`config.mk`:
```
export PLATFORM = sky130hd
export DESIGN_NAME = ser_ctrl
export DESIGN_NICKNAME = d
export VERILOG_FILES = /design/src/rtl/core/ser_pkg.sv /design/src/rtl/core/ser_ctrl.sv
export SDC_FILE = /design/constraint.sdc
export NUM_CORES = 1
export LEC_CHECK = 0
export BUFFER_PORTS_ARGS = -buffer_cell sky130_fd_sc_hd__buf_2
export CAP_MARGIN = 15
export CORE_AREA = 4 4 41 43
export CTS_BUF_LIST = sky130_fd_sc_hd__clkbuf_8
export CTS_CLUSTER_DIAMETER = 30
export CTS_CLUSTER_SIZE = 14
export DETAILED_ROUTE_END_ITERATION = 12
export DIE_AREA = 0 0 45 47
export PLACE_DENSITY_LB_ADDON = 0.12
export SYNTH_ARGS = -nofsm -noshare
export SYNTH_HDL_FRONTEND = slang
export SYNTH_SLANG_ARGS = --single-unit
```
`constraint.sdc`:
```
create_clock -name i_clk -period 1.4 [get_ports i_clk]
set_clock_uncertainty 0.2 [all_clocks]
set_input_delay 0.28 -clock i_clk [delete_from_list [all_inputs] [get_ports i_clk]]
set_output_delay 0.28 -clock i_clk [all_outputs]
set_load 0.05 [all_outputs]
```
`src/rtl/core/ser_pkg.sv`:
```
// Package for the shared event ring: field widths, item layouts, command codes,
// controller states and the control/status bundles between controller and datapath.
// No dependencies.
package ser_pkg;

    // Item field widths
    localparam int CMD_W    = 2;
    localparam int CLIENT_W = 6;
    localparam int WORD_W   = 32;

    // Stream data widths, padded to whole bytes
    localparam int S_FIELDS_W = CMD_W + CLIENT_W + 3 * WORD_W;
    localparam int S_DATA_W   = ((S_FIELDS_W + 7) / 8) * 8;
    localparam int M_FIELDS_W = 1 + 3 * WORD_W + 1;
    localparam int M_DATA_W   = ((M_FIELDS_W + 7) / 8) * 8;
    localparam int M_PAD_W    = M_DATA_W - M_FIELDS_W;

    // Defaults for the top level parameters
    localparam int RING_DEPTH_DEF   = 1024;
    localparam int CLIENT_COUNT_DEF = 64;

    // Command codes carried in the input item
    typedef enum logic [CMD_W-1:0] {
        CMD_PUSH  = 2'd0,
        CMD_POP   = 2'd1,
        CMD_CHECK = 2'd2,
        CMD_RSVD  = 2'd3
    } t_cmd;

    // Result register update selection
    typedef enum logic [1:0] {
        RES_HOLD,
        RES_ZERO,
        RES_PUSH,
        RES_HIT
    } t_res_op;

    // Controller states
    typedef enum logic [3:0] {
        ST_CLEAR,
        ST_IDLE,
        ST_DECODE,
        ST_PUSH_RD,
        ST_PUSH_WR,
        ST_PTR_RD,
        ST_SCAN_LD,
        ST_SCAN,
        ST_RESULT
    } t_state;

    // Ring entry tag: pending mark and destination client
    typedef struct packed {
        logic                valid;
        logic [CLIENT_W-1:0] client;
    } t_meta;

    // Controller to datapath commands
    typedef struct packed {
        logic    cap;
        logic    clr_wr;
        logic    push_rd;
        logic    push_wr;
        logic    scan_ld;
        logic    scan_rd;
        logic    pop_clr;
        t_res_op res_op;
        logic    out_ld;
    } t_ctrl;

    // Datapath to controller status
    typedef struct packed {
        t_cmd cmd;
        logic client_ok;
        logic clr_last;
        logic hit;
        logic last;
        logic out_free;
    } t_stat;

endpackage

```
`src/rtl/core/ser_ctrl.sv`:
```
// Controller of the shared event ring: sequences the clearing pass, push,
// pop scan and check scan, and hands results to the output register.
// Depends on ser_pkg.
module ser_ctrl (
    input  logic          i_clk,
    input  logic          i_rst_n,
    input  logic          i_s_axis_tvalid,
    output logic          o_s_axis_tready,
    input  ser_pkg::t_stat i_stat,
    output ser_pkg::t_ctrl o_ctrl
);
    import ser_pkg::*;

    t_state r_state;
    t_state n_state;

    // State register
    always_ff @(posedge i_clk) begin
        if (!i_rst_n) begin
            r_state <= ST_CLEAR;
        end else begin
            r_state <= n_state;
        end
    end

    // Next state and commands
    always_comb begin
        n_state         = r_state;
        o_ctrl          = '0;
        o_ctrl.res_op   = RES_HOLD;
        o_s_axis_tready = 1'b0;
        case (r_state)
            ST_CLEAR: begin
                o_ctrl.clr_wr = 1'b1;
                if (i_stat.clr_last) begin
                    n_state = ST_IDLE;
                end
            end
            ST_IDLE: begin
                o_s_axis_tready = 1'b1;
                if (i_s_axis_tvalid) begin
                    o_ctrl.cap = 1'b1;
                    n_state    = ST_DECODE;
                end
            end
            ST_DECODE: begin
                if (!i_stat.client_ok || i_stat.cmd == CMD_RSVD) begin
                    o_ctrl.res_op = RES_ZERO;
                    n_state       = ST_RESULT;
                end else if (i_stat.cmd == CMD_PUSH) begin
                    n_state = ST_PUSH_RD;
                end else begin
                    n_state = ST_PTR_RD;
                end
            end
            ST_PUSH_RD: begin
                o_ctrl.push_rd = 1'b1;
                n_state        = ST_PUSH_WR;
            end
            ST_PUSH_WR: begin
                o_ctrl.push_wr = 1'b1;
                o_ctrl.res_op  = RES_PUSH;
                n_state        = ST_RESULT;
            end
            ST_PTR_RD: begin
                n_state = ST_SCAN_LD;
            end
            ST_SCAN_LD: begin
                o_ctrl.scan_ld = 1'b1;
                n_state        = ST_SCAN;
            end
            ST_SCAN: begin
                if (i_stat.hit) begin
                    o_ctrl.pop_clr = 1'b1;
                    o_ctrl.res_op  = RES_HIT;
                    n_state        = ST_RESULT;
                end else if (i_stat.last) begin
                    o_ctrl.res_op = RES_ZERO;
                    n_state       = ST_RESULT;
                end else begin
                    o_ctrl.scan_rd = 1'b1;
                end
            end
            ST_RESULT: begin
                if (i_stat.out_free) begin
                    o_ctrl.out_ld = 1'b1;
                    n_state       = ST_IDLE;
                end
            end
            default: begin
                n_state = ST_IDLE;
            end
        endcase
    end

endmodule

```
After elaboration in Yosys (flattened, before gate mapping)

Cells that the tools add are included.

Bits in registers: 4

Equality and inequality tests: 13
Mux-type cells: 25
Reductions and logical operators: 5

Operators with widths:

| operator                                      | number |
|---|---|
| one-hot mux 4 bit (9 select lines)            | 1 |
| 2-to-1 mux 4 bit                              | 6 |
| == test 4 x 3 -> 1 bit, second input constant | 4 |
| 2-to-1 mux 1 bit                              | 14 |
| == test 4 x 2 -> 1 bit, second input constant | 2 |
| != test 2 bit, second input constant          | 3 |
| one-hot mux 2 bit (3 select lines)            | 1 |
| == test 4 x 1 -> 1 bit, second input constant | 1 |
| == test 4 bit, second input constant          | 1 |
| logical NOT 4 bit                             | 1 |
| 2-to-1 mux 2 bit                              | 2 |
| AND reduction 4 bit                           | 1 |
| 2-to-1 mux 3 bit                              | 1 |
| != test 3 bit, second input constant          | 1 |
| == test 2 bit, second input constant          | 1 |
| logical NOT 2 bit                             | 1 |
| logical NOT 1 bit                             | 1 |
| logical OR 1 bit                              | 1 |

Depth between registers and ports, before layout

Depth in word-level cells: 4
Gate-level depth with buffers: 5

Least setup slack after synthesis

OpenSTA, ideal clock, no wires.

Path kind: flip-flop to output port
From: register r_state[3]
To: output port o_ctrl[2] (netlist bit)
Arrival: 2.240 ns
Data required time: 0.920 ns
Path slack: -1.320 ns
Stages on the path, launching flop included: 4
Path through: dfxtp_1 -> or2b_1 -> nor3_1 -> or2_1

RTL lines:

| item                   | line           | text |
|---|---|---|
| from (decl)            | ser_ctrl.sv:14 | `t_state r_state;` |
| from (signal assigned) | ser_ctrl.sv:22 | `r_state <= n_state;` |
| to (decl)              | ser_ctrl.sv:10 | `output ser_pkg::t_ctrl o_ctrl` |

==> results.md <==
* Outcome: finished, violations left
* Failing checks: negative setup slack
* Initial Util at 0.3288
* Global-route wire length before repair at 2511 um
* DP Worst Slack at -0.3075 ns
* Final setup violation count at 15
* Mux share of post-synthesis cell area at 0.02339
* WHS Path Cells at 3
* CP top delay family: simple AND/OR/NAND/NOR gates
* F_max at 0.5470 GHz
* Worst path max stage delay at 0.31 ns
* Leakage at 0.4364 nW
* WP data arrival at 1.35 ns
* Cell area after synthesis at 427.9 sq um
* Critical register-to-register path startpoint: r_state[0]
* GRT Residual Overflow at 0
* Hold Violations, Final at 0
* Clock Latency Late Sink at 0.21 ns
* Largest family of logic cells by synthesized area: simple AND/OR/NAND/NOR gates
* Inserted Diodes at 0
* Clk slew on worst S/H paths at 0.03 ns
* Share of cells above drive strength 1 at 0.7400
* Layout overhead on the synthesized area at 135.4%
* I/O pin count at 21
* Top flop regs: r_state x4
* Synth Area in Adders at 0
* Cell variety after synth at 32
* Commonest non-fill, non-tap cell in the layout: buf_4
* Crit. Startpoint: r_state[0]
* TritonCTS Buffers at 3
* Net Count, Synth at 66
* Simple logic cell fraction of the synthesized area at 0.4415
* Initial antenna violation count at 0
* CP Buf/Inv Count at 2
* Full die area at 0.002115 sq mm
* Slowest-stage cell, CP: dfxtp_2
* Min-Delay Endpoint: r_state[0]
* R2R Setup Slk at -0.17 ns
* Crit path launch type: flip-flop
* Port bufs at 20
* Setup Crit Path Kind: reg2out
* Pwr per Cell Area at 1817 mW/mm^2
* GRT Util Overall at 0.1676
* Row count at 13
* Vias/cell at 5.287
* Hold_sp: i_rst_n
* Clock root buffer: clkbuf_8
* Worst path cell trace: buf_4 -> or2_4 -> nor2_4 -> or2_4 -> buf_8
* Routability cong. at 0.7263
* Via count at 608
* DRC viols at 0
* Final Cell Area at 0.001007 sq mm
* CTS Buffer Depth at 2
* Die height at 47 um
* Final worst path period share at 1.306
* Levels on crit path at 5
* Post-placement cell area at 782.0 sq um
* CP Capture Type: output port
* Final worst slack at -0.4281 ns
* H-tree depth reported by CTS at 1
* Slew Viols, Final at 0
* Max FFs per register at 4
* Largest net degree at the start of global routing at 7
* Max-Cap Viols at 0
* Worst vdd ir at 1.098 mV
* Hpwl dp at 1197 um
* CTS tree: built
* Die X at 45 um
* Mapped Cells at 56
* Leading cell types in the layout, fill and taps excluded: buf_4, buf_2, buf_6
* HP Class: in2reg
* Initial detailed-routing violation count at 11
* R2r endpoint: r_state[2]
* R2R depth at 5
* Sequential area share after synthesis at 0.1871
* Max FO, Critical Path at 5
* Fin nets at 112
* WP data required at 0.92 ns
* Number of global-route vias before repair at 549
* Clock Sinks at 4
* Synthesis warning total at 0
* Largest register by flop count: r_state
* Top cell by count, worst path: or2_4
* Post-Synth XOR/XNOR Area at 0
* Core ar. at 0.001301 sq mm
* Final wirelength at 1850 um
* Final min period at 1.828 ns
* #FFs+latches synth at 4
* Slew @ Worst Pin at 0.3169 ns
* Antenna viol nets, final at 0
* Unrepaired setup endpoints after global routing: yes
* Rel. slew slack at 0.7873
* DRT Pass-1 Iters at 4
* Avg Inst Size Synth at 7.641 sq um
* Compound-gate portion of the synthesized area at 0.2661
* WL/cell at 16.09 um
through the flow:
stage                       util  setup TNS (ns)  total power, mW  instances  hold slack, ns
final                     0.7740          -4.314            1.831        115          0.1828
after global routing      0.7740          -5.110            1.918        115          0.1909
after CTS                 0.7163          -4.121            1.623        112          0.1644
after detailed placement  0.6010          -2.976            1.261        107          0.3827
after global placement    0.6010          -2.834            1.245        107          0.3787
after floorplan                -          -3.930           0.9365         56          0.2005
synthesized netlist by cell type (all sizes together):
cell | count | share of area
nand2b | 3 | 0.044
nand3b | 2 | 0.035
o21ai | 3 | 0.035
dfxtp | 4 | 0.19
and2 | 1 | 0.015
o31a | 1 | 0.020
o211a | 1 | 0.023
o31ai | 1 | 0.029
a311oi | 1 | 0.020
mux2i | 1 | 0.023
a41oi | 1 | 0.020
a32o | 2 | 0.047
or2b | 1 | 0.018
a21bo | 1 | 0.023
inv | 3 | 0.026
buf | 3 | 0.056
nor3 | 4 | 0.058
nor2 | 8 | 0.070
nor4 | 2 | 0.079
nand2 | 3 | 0.032
nand3 | 2 | 0.023
nor3b | 1 | 0.018
a21oi | 4 | 0.047
nor2b | 1 | 0.015
or2 | 2 | 0.035
how the worst max path moves through the flow:
stage,end,slack [ns]
floorplan,o_ctrl[9],-0.57
detailed placement,o_ctrl[9],-0.31
global route,o_ctrl[4],-0.49
finish,o_ctrl[2],-0.43
CTS,o_ctrl[4],-0.43
global placement,o_ctrl[9],-0.29
logic make-up (layout without fill, tap and decap cells):
family / after synthesis / after routing
AOI/OAI and AO/OA: 15 / 15
buffers and inverters: 6 / 50
DFF: 4 / 4
muxes: 1 / 1
and+or+nand+nor: 30 / 30
power breakdown:
part,switching [mW],internal (mW)
logic,0.718,0.681
clock network,0.0485,0.182
registers,0.0452,0.155
total,0.812,1.02
worst min-delay path: stages:
cell	delay, ns
buf_2	0.14
o21ai_2	0.07
o21ai_2	0.05
layer usage:
layer,global-route usage,wire length [um]
met1,0.2194,750
met2,0.2853,979
met3,0.02299,94
met4,0.05263,25
met5,0,0
what timing repair did:
action | CTS | global route
buffers inserted | 2 | 4
hold buffers | 0 | 0
resized for setup | 30 | 9
pin swaps | 9 | 3
endpoints found under the setup margin | 15 | 15
area by class of cell:
type / count / area, sq um
Clock buffer: 3 / 41.29
Fill cell: 94 / 294.0
Inverter: 3 / 11.26
Multi-Input combinational cell: 46 / 440.4
Sequential cell: 4 / 90.09
Tap cell: 15 / 18.77
Timing Repair Buffer: 44 / 405.4
(Power assumes the default switching activity.)
